==> config.mk <==
export PLATFORM = sky130hd
export DESIGN_NAME = source_text_tokenizer
export DESIGN_NICKNAME = d
export VERILOG_FILES = /design/src/rtl/core/stt_pkg.sv /design/src/rtl/core/source_text_tokenizer.sv /design/src/rtl/core/stt_scan.sv /design/src/rtl/core/stt_queue.sv
export SDC_FILE = /design/constraint.sdc
export NUM_CORES = 1
export LEC_CHECK = 0
export BUFFER_PORTS_ARGS = -buffer_cell sky130_fd_sc_hd__buf_2
export CAP_MARGIN = 20
export CORE_MARGIN = 8
export CORE_UTILIZATION = 50
export CTS_CLUSTER_DIAMETER = 50
export DETAILED_ROUTE_END_ITERATION = 10
export PLACE_DENSITY = 0.66
export SKIP_CTS_REPAIR_TIMING = 1
export SLEW_MARGIN = 10
export SYNTH_ARGS = -nofsm -noshare
export SYNTH_HDL_FRONTEND = slang
export SYNTH_SLANG_ARGS = --single-unit
==> constraint.sdc <==
create_clock -name i_clk -period 22.8 [get_ports i_clk]
set_clock_uncertainty 0.05 [all_clocks]
set_input_delay 4.56 -clock i_clk [delete_from_list [all_inputs] [get_ports i_clk]]
set_output_delay 4.56 -clock i_clk [all_outputs]
set_load 0.1 [all_outputs]
==> src/rtl/core/stt_pkg.sv <==
`timescale 1ns / 1ps
// Shared types and constants of the source text tokenizer.
// Holds the token record type, token kind codes and the character class functions.
package stt_pkg;

    typedef struct packed {
        logic [5:0]  kind;
        logic [23:0] offset;
        logic [15:0] length;
        logic [15:0] line;
        logic [15:0] column;
        logic        last;
    } t_token;

    localparam logic [5:0] K_FLOAT   = 6'd5;
    localparam logic [5:0] K_INT     = 6'd6;
    localparam logic [5:0] K_IDENT   = 6'd13;
    localparam logic [5:0] K_STRING  = 6'd14;
    localparam logic [5:0] K_CHAR    = 6'd15;
    localparam logic [5:0] K_COLONEQ = 6'd16;
    localparam logic [5:0] K_ARROW   = 6'd17;
    localparam logic [5:0] K_LE      = 6'd18;
    localparam logic [5:0] K_GE      = 6'd19;
    localparam logic [5:0] K_EQEQ    = 6'd20;
    localparam logic [5:0] K_NE      = 6'd21;
    localparam logic [5:0] K_DEC     = 6'd22;
    localparam logic [5:0] K_INC     = 6'd23;
    localparam logic [5:0] K_PLUS    = 6'd24;
    localparam logic [5:0] K_MINUS   = 6'd25;
    localparam logic [5:0] K_BANG    = 6'd26;
    localparam logic [5:0] K_PERCENT = 6'd27;
    localparam logic [5:0] K_STAR    = 6'd28;
    localparam logic [5:0] K_SLASH   = 6'd29;
    localparam logic [5:0] K_ASSIGN  = 6'd30;
    localparam logic [5:0] K_GT      = 6'd31;
    localparam logic [5:0] K_LT      = 6'd32;
    localparam logic [5:0] K_COMMA   = 6'd33;
    localparam logic [5:0] K_SEMI    = 6'd34;
    localparam logic [5:0] K_LPAREN  = 6'd35;
    localparam logic [5:0] K_RPAREN  = 6'd36;
    localparam logic [5:0] K_LBRACK  = 6'd37;
    localparam logic [5:0] K_RBRACK  = 6'd38;
    localparam logic [5:0] K_LBRACE  = 6'd39;
    localparam logic [5:0] K_RBRACE  = 6'd40;
    localparam logic [5:0] K_COMMENT = 6'd41;
    localparam logic [5:0] K_ILLEGAL = 6'd42;
    localparam logic [5:0] K_END     = 6'd43;
    localparam logic [5:0] K_NONE    = 6'd0;

    localparam int NUM_KW = 13;
    localparam logic [47:0] KW_TEXT [NUM_KW] = '{
        48'("let"), 48'("fn"), 48'("match"), 48'("case"), 48'("return"),
        48'("float"), 48'("int"), 48'("if"), 48'("else"), 48'("for"),
        48'("while"), 48'("true"), 48'("false")};
    localparam logic [2:0] KW_LEN [NUM_KW] = '{
        3'd3, 3'd2, 3'd5, 3'd4, 3'd6, 3'd5, 3'd3, 3'd2, 3'd4, 3'd3,
        3'd5, 3'd4, 3'd5};

    // Keyword kinds equal the keyword's place in the table.
    function automatic logic [5:0] word_kind(input logic [47:0] prefix,
                                             input logic [2:0] len);
        logic [5:0] k;
        k = K_IDENT;
        for (int i = NUM_KW - 1; i >= 0; i--) begin
            if (len == KW_LEN[i] && prefix == KW_TEXT[i]) begin
                k = 6'(i);
            end
        end
        return k;
    endfunction

    function automatic logic is_space(input logic [7:0] c);
        return c == 8'd32 || (c >= 8'd9 && c <= 8'd13);
    endfunction

    function automatic logic is_alpha(input logic [7:0] c);
        return (c >= "A" && c <= "Z") || (c >= "a" && c <= "z");
    endfunction

    function automatic logic is_digit(input logic [7:0] c);
        return c >= "0" && c <= "9";
    endfunction

    function automatic logic is_word(input logic [7:0] c);
        return is_alpha(c) || is_digit(c) || c == "_";
    endfunction

    function automatic logic is_opchar(input logic [7:0] c);
        return c == ":" || c == "+" || c == "-" || c == "/" || c == "%" ||
               c == "=" || c == ">" || c == "!" || c == "<" || c == "*";
    endfunction

    function automatic logic [5:0] single_op_kind(input logic [7:0] c);
        logic [5:0] k;
        unique case (c)
            "+":     k = K_PLUS;
            "-":     k = K_MINUS;
            "!":     k = K_BANG;
            "%":     k = K_PERCENT;
            "*":     k = K_STAR;
            "/":     k = K_SLASH;
            "=":     k = K_ASSIGN;
            ">":     k = K_GT;
            "<":     k = K_LT;
            default: k = K_ILLEGAL;
        endcase
        return k;
    endfunction

    function automatic logic [5:0] pair_kind(input logic [7:0] a, input logic [7:0] b);
        logic [5:0] k;
        priority if (a == ":" && b == "=") k = K_COLONEQ;
        else if (a == "-" && b == ">") k = K_ARROW;
        else if (a == "<" && b == "=") k = K_LE;
        else if (a == ">" && b == "=") k = K_GE;
        else if (a == "=" && b == "=") k = K_EQEQ;
        else if (a == "!" && b == "=") k = K_NE;
        else if (a == "-" && b == "-") k = K_DEC;
        else if (a == "+" && b == "+") k = K_INC;
        else k = K_NONE;
        return k;
    endfunction

    function automatic logic [5:0] punct_kind(input logic [7:0] c);
        logic [5:0] k;
        unique case (c)
            ",":     k = K_COMMA;
            ";":     k = K_SEMI;
            "(":     k = K_LPAREN;
            ")":     k = K_RPAREN;
            "[":     k = K_LBRACK;
            "]":     k = K_RBRACK;
            "{":     k = K_LBRACE;
            "}":     k = K_RBRACE;
            default: k = K_ILLEGAL;
        endcase
        return k;
    endfunction

endpackage

==> src/rtl/core/source_text_tokenizer.sv <==
`timescale 1ns / 1ps
// Top level of the source text tokenizer: byte request channel in, token channel out.
// Depends on stt_pkg, stt_scan and stt_queue.
//
// Usage: source bytes arrive on the request channel (i_valid / o_stall) with
// i_end_of_text marking the end; a zero byte also ends the text. Each request
// yields zero, one or two tokens on the result channel (o_valid / i_stall);
// o_last_of_item flags the final token of a request.
// Throughput: one request per cycle. The scanner works out all tokens of a byte
// in the cycle it is taken and writes them into a four-entry token queue; a
// request is refused (o_stall high) while fewer than two queue slots are free,
// so a byte that yields two tokens lowers the sustained rate, since the
// output side drains at most one token per cycle.
// A token is written into the queue and appears on the output in the cycle after
// the request that caused it, provided the queue ahead of it is empty.
// Reset (synchronous, active low) empties the queue and returns the scanner to
// the start of text: offset 0, line 1, column 0. After the end of text every
// request gives one end token until reset. While the receiver stalls, the head
// token holds steady and requests keep being taken until the queue fills.
module source_text_tokenizer #(
    parameter int OFFSET_BITS = 24,
    parameter int COUNT_BITS  = 16
) (
    input  logic        i_clk,
    input  logic        i_rst_n,
    input  logic        i_valid,
    output logic        o_stall,
    input  logic [7:0]  i_text_byte,
    input  logic        i_end_of_text,
    output logic        o_valid,
    input  logic        i_stall,
    output logic [5:0]  o_token_kind,
    output logic [23:0] o_start_offset,
    output logic [15:0] o_token_length,
    output logic [15:0] o_line_number,
    output logic [15:0] o_column_number,
    output logic        o_last_of_item
);

    logic            go, full;
    logic [1:0]      push_n;
    stt_pkg::t_token tok0, tok1, head;

    assign o_stall = full;
    assign go      = i_valid && !full;

    stt_scan #(
        .OFFSET_BITS(OFFSET_BITS),
        .COUNT_BITS (COUNT_BITS)
    ) u_scan (
        .i_clk   (i_clk),
        .i_rst_n (i_rst_n),
        .i_go    (go),
        .i_byte  (i_text_byte),
        .i_eot   (i_end_of_text),
        .o_push_n(push_n),
        .o_tok0  (tok0),
        .o_tok1  (tok1)
    );

    stt_queue u_queue (
        .i_clk   (i_clk),
        .i_rst_n (i_rst_n),
        .i_push_n(push_n),
        .i_tok0  (tok0),
        .i_tok1  (tok1),
        .o_full  (full),
        .o_valid (o_valid),
        .i_stall (i_stall),
        .o_tok   (head)
    );

    assign o_token_kind    = head.kind;
    assign o_start_offset  = head.offset;
    assign o_token_length  = head.length;
    assign o_line_number   = head.line;
    assign o_column_number = head.column;
    assign o_last_of_item  = head.last;

    a_no_take_when_full: assert property (@(posedge i_clk) disable iff (!i_rst_n)
        full |-> push_n == 2'd0)
        else $error("request taken while queue full");
    a_every_request_answers_or_ends: assert property (@(posedge i_clk)
        disable iff (!i_rst_n)
        (go && (i_end_of_text || i_text_byte == 8'd0)) |-> push_n != 2'd0)
        else $error("end of text produced no token");
    a_two_token_last: assert property (@(posedge i_clk) disable iff (!i_rst_n)
        push_n == 2'd2 |-> (!tok0.last && tok1.last))
        else $error("last flag misplaced on a two-token request");

endmodule

==> src/rtl/core/stt_scan.sv <==
`timescale 1ns / 1ps
// Scanner core: holds the lexer state and turns one accepted byte into up to two tokens.
// Depends on stt_pkg for the token record, kind codes and character classes.
module stt_scan #(
    parameter int OFFSET_BITS = 24,
    parameter int COUNT_BITS  = 16
) (
    input  logic                i_clk,
    input  logic                i_rst_n,
    input  logic                i_go,
    input  logic [7:0]          i_byte,
    input  logic                i_eot,
    output logic [1:0]          o_push_n,
    output stt_pkg::t_token     o_tok0,
    output stt_pkg::t_token     o_tok1
);

    localparam logic [3:0] M_IDLE     = 4'd0;
    localparam logic [3:0] M_IDENT    = 4'd1;
    localparam logic [3:0] M_NUM      = 4'd2;
    localparam logic [3:0] M_STR      = 4'd3;
    localparam logic [3:0] M_CH_FIRST = 4'd4;
    localparam logic [3:0] M_CH_ESC   = 4'd5;
    localparam logic [3:0] M_CH_CLOSE = 4'd6;
    localparam logic [3:0] M_OP       = 4'd7;
    localparam logic [3:0] M_COMMENT  = 4'd8;
    localparam logic [3:0] M_DONE     = 4'd9;

    localparam int OW = OFFSET_BITS + 24;
    localparam int CW = COUNT_BITS + 16;

    logic [3:0]             r_mode, n_mode;
    logic [OFFSET_BITS-1:0] r_off, n_off, r_soff, n_soff;
    logic [COUNT_BITS-1:0]  r_line, n_line, r_col, n_col;
    logic [COUNT_BITS-1:0]  r_sline, n_sline, r_scol, n_scol, r_cnt, n_cnt;
    logic [47:0]            r_kw, n_kw;
    logic [7:0]             r_op, n_op;
    logic                   r_dot, n_dot, r_esc, n_esc;

    stt_pkg::t_token rec [2];
    logic [1:0]      e;
    logic            fin, again;
    logic [2:0]      kw_len;
    logic [5:0]      pk;

    function automatic logic [COUNT_BITS-1:0] cinc(input logic [COUNT_BITS-1:0] v);
        return (v == '1) ? v : v + 1'b1;
    endfunction

    function automatic logic [15:0] c16(input logic [COUNT_BITS-1:0] v);
        logic [CW-1:0] t;
        t = CW'(v);
        return t[15:0];
    endfunction

    // Record built from the token start as it stands at the moment of the emit.
    function automatic stt_pkg::t_token mk(input logic [5:0] kind,
                                           input logic [COUNT_BITS-1:0] len,
                                           input logic [OFFSET_BITS-1:0] off,
                                           input logic [COUNT_BITS-1:0] ln,
                                           input logic [COUNT_BITS-1:0] col);
        stt_pkg::t_token t;
        logic [OW-1:0] o;
        o = OW'(off);
        t.kind   = kind;
        t.offset = o[23:0];
        t.length = c16(len);
        t.line   = c16(ln);
        t.column = c16(col);
        t.last   = 1'b0;
        return t;
    endfunction

    assign kw_len = (r_cnt < COUNT_BITS'(7)) ? r_cnt[2:0] : 3'd7;
    assign pk     = stt_pkg::pair_kind(r_op, i_byte);

    always_comb begin
        n_mode = r_mode; n_off = r_off; n_soff = r_soff; n_line = r_line;
        n_col = r_col; n_sline = r_sline; n_scol = r_scol; n_cnt = r_cnt;
        n_kw = r_kw; n_op = r_op; n_dot = r_dot; n_esc = r_esc;
        rec[0] = '0;
        rec[1] = '0;
        e = 2'd0;
        again = 1'b0;
        fin = i_eot || i_byte == 8'd0;
        if (r_mode == M_DONE) begin
            rec[0] = mk(stt_pkg::K_END, '0, r_soff, r_sline, r_scol);
            e = 2'd1;
        end else begin
            if (!i_eot) begin
                if (i_byte == 8'h0A) begin
                    n_line = cinc(r_line);
                    n_col  = '0;
                end else begin
                    n_col = cinc(r_col);
                end
                n_off = (r_off == '1) ? r_off : r_off + 1'b1;
            end
            if (fin) begin
                // Flush whatever token is open, then the end token.
                unique case (r_mode)
                    M_IDENT: begin
                        rec[0] = mk(stt_pkg::word_kind(r_kw, kw_len), r_cnt,
                                    r_soff, r_sline, r_scol);
                        e = 2'd1;
                    end
                    M_NUM: begin
                        rec[0] = mk(r_dot ? stt_pkg::K_FLOAT : stt_pkg::K_INT, r_cnt,
                                    r_soff, r_sline, r_scol);
                        e = 2'd1;
                    end
                    M_COMMENT: begin
                        rec[0] = mk(stt_pkg::K_COMMENT, r_cnt, r_soff, r_sline, r_scol);
                        e = 2'd1;
                    end
                    M_OP: begin
                        rec[0] = mk(stt_pkg::single_op_kind(r_op), COUNT_BITS'(1),
                                    r_soff, r_sline, r_scol);
                        e = 2'd1;
                    end
                    M_STR: begin
                        rec[0] = mk(stt_pkg::K_ILLEGAL, '0, r_soff, r_sline, r_scol);
                        e = 2'd1;
                    end
                    M_CH_FIRST: begin
                        rec[0] = mk(stt_pkg::K_ILLEGAL, COUNT_BITS'(1),
                                    r_soff, r_sline, r_scol);
                        e = 2'd1;
                    end
                    M_CH_ESC, M_CH_CLOSE: begin
                        rec[0] = mk(stt_pkg::K_ILLEGAL, r_cnt, r_soff, r_sline, r_scol);
                        e = 2'd1;
                    end
                    default: begin
                    end
                endcase
                n_soff  = r_off;
                n_sline = n_line;
                n_scol  = n_col;
                rec[e[0]] = mk(stt_pkg::K_END, '0, r_off, n_line, n_col);
                e = e + 2'd1;
                n_mode = M_DONE;
            end else begin
                unique case (r_mode)
                    M_IDENT: begin
                        if (stt_pkg::is_word(i_byte)) begin
                            n_cnt = cinc(r_cnt);
                            n_kw  = {r_kw[39:0], i_byte};
                        end else begin
                            rec[0] = mk(stt_pkg::word_kind(r_kw, kw_len), r_cnt,
                                        r_soff, r_sline, r_scol);
                            e = 2'd1;
                            again = 1'b1;
                        end
                    end
                    M_NUM: begin
                        if (stt_pkg::is_digit(i_byte) || (!r_dot && i_byte == ".")) begin
                            if (i_byte == ".") n_dot = 1'b1;
                            n_cnt = cinc(r_cnt);
                        end else begin
                            rec[0] = mk(r_dot ? stt_pkg::K_FLOAT : stt_pkg::K_INT, r_cnt,
                                        r_soff, r_sline, r_scol);
                            e = 2'd1;
                            again = 1'b1;
                        end
                    end
                    M_COMMENT: begin
                        if (i_byte != 8'h0A) begin
                            n_cnt = cinc(r_cnt);
                        end else begin
                            rec[0] = mk(stt_pkg::K_COMMENT, r_cnt, r_soff, r_sline, r_scol);
                            e = 2'd1;
                            again = 1'b1;
                        end
                    end
                    M_STR: begin
                        priority if (r_esc) begin
                            n_esc = 1'b0;
                            n_cnt = cinc(r_cnt);
                        end else if (i_byte == "\\") begin
                            n_esc = 1'b1;
                        end else if (i_byte == "\"") begin
                            rec[0] = mk(stt_pkg::K_STRING, r_cnt, r_soff, r_sline, r_scol);
                            e = 2'd1;
                            n_mode = M_IDLE;
                        end else begin
                            n_cnt = cinc(r_cnt);
                        end
                    end
                    M_CH_FIRST: begin
                        n_cnt  = COUNT_BITS'(1);
                        n_mode = (i_byte == "\\") ? M_CH_ESC : M_CH_CLOSE;
                    end
                    M_CH_ESC: begin
                        n_cnt  = COUNT_BITS'(2);
                        n_mode = M_CH_CLOSE;
                    end
                    M_CH_CLOSE: begin
                        if (i_byte == "'") begin
                            rec[0] = mk(stt_pkg::K_CHAR, r_cnt, r_soff, r_sline, r_scol);
                            n_mode = M_IDLE;
                        end else begin
                            rec[0] = mk(stt_pkg::K_ILLEGAL, r_cnt, r_soff, r_sline, r_scol);
                            again = 1'b1;
                        end
                        e = 2'd1;
                    end
                    M_OP: begin
                        if (pk != stt_pkg::K_NONE) begin
                            rec[0] = mk(pk, COUNT_BITS'(2), r_soff, r_sline, r_scol);
                            n_mode = M_IDLE;
                        end else begin
                            rec[0] = mk(stt_pkg::single_op_kind(r_op), COUNT_BITS'(1),
                                        r_soff, r_sline, r_scol);
                            again = 1'b1;
                        end
                        e = 2'd1;
                    end
                    default: again = 1'b1;
                endcase
                // A byte that ends a token or comes while idle opens a new one, unless it is space.
                if (again) begin
                    n_mode = M_IDLE;
                    if (!stt_pkg::is_space(i_byte)) begin
                        n_soff  = r_off;
                        n_sline = n_line;
                        n_scol  = n_col;
                        n_cnt   = COUNT_BITS'(1);
                        priority if (i_byte == "#") begin
                            n_mode = M_COMMENT;
                        end else if (stt_pkg::is_alpha(i_byte)) begin
                            n_kw   = {40'd0, i_byte};
                            n_mode = M_IDENT;
                        end else if (stt_pkg::is_digit(i_byte)) begin
                            n_dot  = 1'b0;
                            n_mode = M_NUM;
                        end else if (i_byte == "\"") begin
                            n_cnt  = '0;
                            n_esc  = 1'b0;
                            n_mode = M_STR;
                        end else if (i_byte == "'") begin
                            n_cnt  = '0;
                            n_mode = M_CH_FIRST;
                        end else if (stt_pkg::is_opchar(i_byte)) begin
                            n_op   = i_byte;
                            n_mode = M_OP;
                        end else begin
                            rec[e[0]] = mk(stt_pkg::punct_kind(i_byte), COUNT_BITS'(1),
                                           r_off, n_line, n_col);
                            e = e + 2'd1;
                        end
                    end
                end
            end
        end
        if (e != 2'd0) rec[e[1]].last = 1'b1;
    end

    assign o_push_n = i_go ? e : 2'd0;
    assign o_tok0   = rec[0];
    assign o_tok1   = rec[1];

    always_ff @(posedge i_clk) begin
        if (!i_rst_n) begin
            r_mode  <= M_IDLE;
            r_off   <= '0;
            r_line  <= COUNT_BITS'(1);
            r_col   <= '0;
            r_soff  <= '0;
            r_sline <= COUNT_BITS'(1);
            r_scol  <= '0;
            r_cnt   <= '0;
            r_kw    <= '0;
            r_op    <= '0;
            r_dot   <= 1'b0;
            r_esc   <= 1'b0;
        end else if (i_go) begin
            r_mode  <= n_mode;
            r_off   <= n_off;
            r_line  <= n_line;
            r_col   <= n_col;
            r_soff  <= n_soff;
            r_sline <= n_sline;
            r_scol  <= n_scol;
            r_cnt   <= n_cnt;
            r_kw    <= n_kw;
            r_op    <= n_op;
            r_dot   <= n_dot;
            r_esc   <= n_esc;
        end
    end

    a_done_sticks: assert property (@(posedge i_clk) disable iff (!i_rst_n)
        r_mode == M_DONE |=> r_mode == M_DONE)
        else $error("scanner left the finished state without reset");
    a_done_one_token: assert property (@(posedge i_clk) disable iff (!i_rst_n)
        (i_go && r_mode == M_DONE) |-> o_push_n == 2'd1)
        else $error("finished scanner must give exactly one end token");
    a_line_nonzero: assert property (@(posedge i_clk) disable iff (!i_rst_n)
        r_line != '0)
        else $error("line counter reached zero");

endmodule

==> src/rtl/core/stt_queue.sv <==
`timescale 1ns / 1ps
// Four-entry token queue: takes up to two tokens a cycle, gives one out unless stalled.
// Depends on stt_pkg for the token record type.
module stt_queue (
    input  logic            i_clk,
    input  logic            i_rst_n,
    input  logic [1:0]      i_push_n,
    input  stt_pkg::t_token i_tok0,
    input  stt_pkg::t_token i_tok1,
    output logic            o_full,
    output logic            o_valid,
    input  logic            i_stall,
    output stt_pkg::t_token o_tok
);

    stt_pkg::t_token r_mem [4];
    logic [1:0] r_rd, r_wr;
    logic [2:0] r_cnt, n_cnt;
    logic       pop;

    assign pop     = (r_cnt != 3'd0) && !i_stall;
    assign o_valid = r_cnt != 3'd0;
    assign o_tok   = r_mem[r_rd];
    // Room for two tokens must remain before a new request is taken.
    assign o_full  = r_cnt > 3'd2;
    assign n_cnt   = r_cnt + {1'b0, i_push_n} - {2'b0, pop};

    always_ff @(posedge i_clk) begin
        if (i_push_n != 2'd0) r_mem[r_wr] <= i_tok0;
        if (i_push_n == 2'd2) r_mem[r_wr + 2'd1] <= i_tok1;
    end

    always_ff @(posedge i_clk) begin
        if (!i_rst_n) begin
            r_rd  <= '0;
            r_wr  <= '0;
            r_cnt <= '0;
        end else begin
            r_rd  <= r_rd + {1'b0, pop};
            r_wr  <= r_wr + i_push_n;
            r_cnt <= n_cnt;
        end
    end

    a_no_overflow: assert property (@(posedge i_clk) disable iff (!i_rst_n)
        r_cnt <= 3'd4)
        else $error("token queue overflow");
    a_no_push_when_full: assert property (@(posedge i_clk) disable iff (!i_rst_n)
        o_full |-> i_push_n == 2'd0)
        else $error("tokens pushed while queue full");
    a_ptr_gap: assert property (@(posedge i_clk) disable iff (!i_rst_n)
        r_cnt != 3'd4 |-> (r_wr - r_rd) == r_cnt[1:0])
        else $error("queue pointers disagree with fill count");

endmodule

==> flow_metrics.py <==
metrics = {
    "run_status": {
        "status": "complete, no violations",
    },
    "setup_path": {
        "critical_path_arrival_ns": 9.54,
        "crit_type": "input pin to flip-flop",
        "critPathMaxStageDelay_ns": 0.79,
        "cp_num_buf_inv": 4,
        "critPathSlowestCell": "buf_4",
        "worstPathCellList": "buf_2, nor4_4, o2bb2ai_1, o211ai_1, nand3_2, ha_1, a21oi_1, mux2i_4, buf_4, buf_4, nor2_1, nor3_2, buf_4",
        "cpMostUsedCell": "buf_4",
        "worstSetupStartpointType": "input pin",
        "endpoint_kind": "flip-flop",
        "crit_family": "buffers and inverters",
        "worstPathRequired_ns": 22.99,
        "cp_max_fo": 76,
    },
    "power": {
        "p_int_w": 0.00199,
        "p_sw_w": 0.00163,
        "swShare_pct": 45.0,
        "vdd_drop_max_mv": 0.0858,
        "power_density_nw_per_um2": 122,
        "p_seq_share_pct": 33.3,
        "clock_power_share_pct": 25.3,
        "power_frac_comb_pct": 41.3,
        "p_leak_nw": 9.69,
    },
    "sta": {
        "period_needed_ns": 9.34,
        "slew_viol_final": 0,
        "fmax_ghz": 0.107,
        "tightest_slew_ns": 1.12,
        "min_period_over_period_pct": 41.0,
        "relSlewSlack_pct": 25.3,
        "hold_slack_ns": 0.399,
        "hold_viol_final": 0,
        "rsz0062_at_grt": "false",
        "finalSetupViolations": 0,
        "fin_tns_setup_ns": 0,
    },
    "final_layout": {
        "areaGrowthSynthToFinish_pct": 10.4,
        "postLayoutCellArea_um2": 29700,
        "final_cells": 3342,
        "drive_gt1_share_pct": 13.9,
        "final_nets": 2619,
    },
    "synth": {
        "synth_fp_nets": 2630,
        "ys_seq_area_share_pct": 49.9,
        "yosys_warnings": 0,
        "ys_types": 95,
        "synthFlopType": "edfxtp_1",
        "synthTopCellsByArea": "edfxtp_1 35%, dfxtp_1 15%, mux4_2 6.6%",
        "async_reset_ff_share_pct": 0,
        "synth_top_area_share_pct": 35.3,
        "netlist_instances": 2606,
        "avgSynthCellArea_um2": 10.3,
        "syn_area_um2": 26900,
        "synth_largest_area_cell": "edfxtp_1",
        "synth_enable_flop_cells": 316,
        "ys_ff_latch": 513,
    },
    "placed_design": {
        "dp_cells": 3227,
        "portBuffers": 93,
        "dp_hpwl_mm": 49.4,
        "place_area_um2": 27800,
        "gp_congestion": 0.927,
    },
    "floorplan": {
        "die_w_um": 248,
        "start_util_pct": 50.3,
        "core-area_um2": 53500,
        "pin_count": 94,
        "dieArea_um2": 61500,
        "core.rowCount": 85,
        "die_h_um": 248,
    },
    "detailed_routing": {
        "vias_per_cell": 6.46,
        "routed_wl_mm": 78.9,
        "antenna_left": 0,
        "via_count": 21600,
        "routedWlPerCell_um": 23.6,
        "dr.pass1.iters": 5,
        "drc": 0,
        "drt_iter0_drc": 2112,
    },
    "clock_tree": {
        "ctsLongestPathBuffers": 3,
        "path_clk_slew_ns": 0.06,
        "cts-root-buf": "clkbuf_16",
        "cts_sinks": 513,
        "cts_inserted_buffers": 58,
        "cts_max_level": 2,
        "insertion_delay_ns": 0.63,
        "cts_tree": "yes",
    },
    "global_route": {
        "grt_pass1_wl_mm": 122,
        "grt_use_total_pct": 25.3,
        "grt-ovfl-total": 0,
        "grt_pass1_vias": 21200,
        "grt_max_degree": 79,
        "antenna_found_initial": 3,
    },
    "job": {
        "drv_cap": 0,
    },
    "worst_hold_path": {
        "hold_class": "flip-flop to flip-flop",
    },
}
## layout make-up
cell class | count | area (um^2)
Inverter | 50 | 190
Tap cell | 696 | 871
Multi-Input combinational cell | 1840 | 12500
Timing Repair Buffer | 132 | 816
Clock buffer | 81 | 1630
Antenna cell | 2 | 5.00
Clock inverter | 28 | 260
Sequential cell | 513 | 13400
Fill cell | 4598 | 23800
## final timing paths
kind	end	start	slack (ns)	cells after the start
setup reg to reg	u_queue.r_mem[1][29]$_DFFE_PP_	u_scan.r_mode[1]$_SDFFE_PN0P_	17.02	12
hold reg to reg	u_scan.r_soff[15]$_SDFFE_PN0P_	u_scan.r_soff[15]$_SDFFE_PN0P_	0.40	2
setup / recovery	u_queue.r_mem[1][29]$_DFFE_PP_	i_text_byte[3]	13.46	13
hold / removal	u_scan.r_soff[15]$_SDFFE_PN0P_	u_scan.r_soff[15]$_SDFFE_PN0P_	0.40	2
## power by group through the flow
| stage | clock network [W] | registers [W] | logic [W] |
|---|---|---|---|
| floorplan | 0 | 0.00121 | 0.00117 |
| global placement | 0 | 0.00122 | 0.00147 |
| detailed placement | 0 | 0.00123 | 0.00149 |
| CTS | 0.000928 | 0.00121 | 0.00149 |
| global route | 0.000965 | 0.00122 | 0.00155 |
| finish | 0.000916 | 0.00121 | 0.00149 |
## Yosys cell counts (12+ instances only)
cell type / n
edfxtp_1: 316
nand2_1: 274
dfxtp_1: 197
o21ai_0: 168
o22ai_1: 165
nor2_1: 150
and2_1: 139
a21oi_1: 133
clkbuf_1: 125
nand3_1: 101
mux4_2: 79
nor3_1: 53
buf_2: 51
inv_1: 49
mux2i_1: 48
a22o_1: 42
xnor2_1: 42
a211oi_1: 28
nand4_1: 28
a22oi_1: 25
nor4_1: 24
or3_1: 18
or4_1: 18
a31oi_1: 17
a2bb2oi_1: 15
nor3b_1: 15
xor2_1: 15
nand2b_1: 14
nor2b_1: 14
and3_1: 12
nor4bb_1: 12
o21a_1: 12
## stage by stage
step / worst slack (ns) / total power [W] / utilization (%)
floorplan: 9.31 / 0.00238 / -
global placement: 12.93 / 0.00269 / 51.8
detailed placement: 12.96 / 0.00271 / 51.9
CTS: 13.61 / 0.00362 / 55.4
global route: 13.18 / 0.00373 / 55.6
finish: 13.46 / 0.00362 / 55.6
## registers in the layout, indices dropped and copies added, names as in the netlist
name	count
u_scan.r_op	8
u_scan.r_sline	16
u_scan.r_line	16
u_scan.r_esc	1
u_scan.r_soff	24
u_scan.r_kw	48
u_queue.r_cnt	3
u_scan.r_col	16
u_scan.r_mode	4
u_scan.r_cnt	16
u_queue.r_rd	2
u_queue.r_mem	316
u_queue.r_wr	2
u_scan.r_scol	16
u_scan.r_off	24
u_scan.r_dot	1
## worst reg2reg max path, stage by stage, from the launching register on
cell	delay (ns)
dfxtp_1	0.62
nor4b_1	0.77
o41a_1	0.31
o211ai_1	0.36
nand3_2	0.28
ha_1	0.16
a21oi_1	0.11
mux2i_4	0.16
buf_4	0.53
buf_4	0.82
nor2_1	0.24
nor3_2	0.22
buf_4	0.74
## cells in the final DEF (no fill, tap or decap), types with 17 or more instances in the layout
cell type  synthesis  final
xnor2_1           42     42
mux4_2            79     79
a21oi_1          133    131
or3_1             18     18
a211oi_1          28     28
a22oi_1           25     25
mux2i_1           48     48
nand2_1          274    274
and2_1           139    139
inv_1             49     49
o22ai_1          165    165
nand3_1          101    100
o21ai_0          168    168
a31oi_1           17     17
buf_4              8     34
a22o_1            42     42
nor4_1            24     24
nor3_1            53     51
nor2_1           150    145
buf_2             51     93
nand4_1           28     28
clkbuf_16          0     59
or4_1             18     18
dfxtp_1          197    195
edfxtp_1         316    316
## logic make-up (layout without fill, tap and decap cells)
family          after synthesis  in the layout  synth area share [%]
compound gates              685            685                  16.0
xor+xnor                     57             57                  1.85
fa+ha+maj                    11             11                 0.539
buf+inv                     253            291                  3.98
flops                       513            513                  49.9
mux                         136            136                  8.78
other cells                   0              2                     0
simple gates                951            951                  19.0
## metal layers
metal,up-vias,routed length (um),track usage [%]
li1,9869,-,-
met1,10600,32900,33.2
met2,971,37700,42.6
met3,164,6130,3.92
met4,0,2110,8.24
met5,-,0,0
No activity file was read; power rests on OpenSTA's default activity.
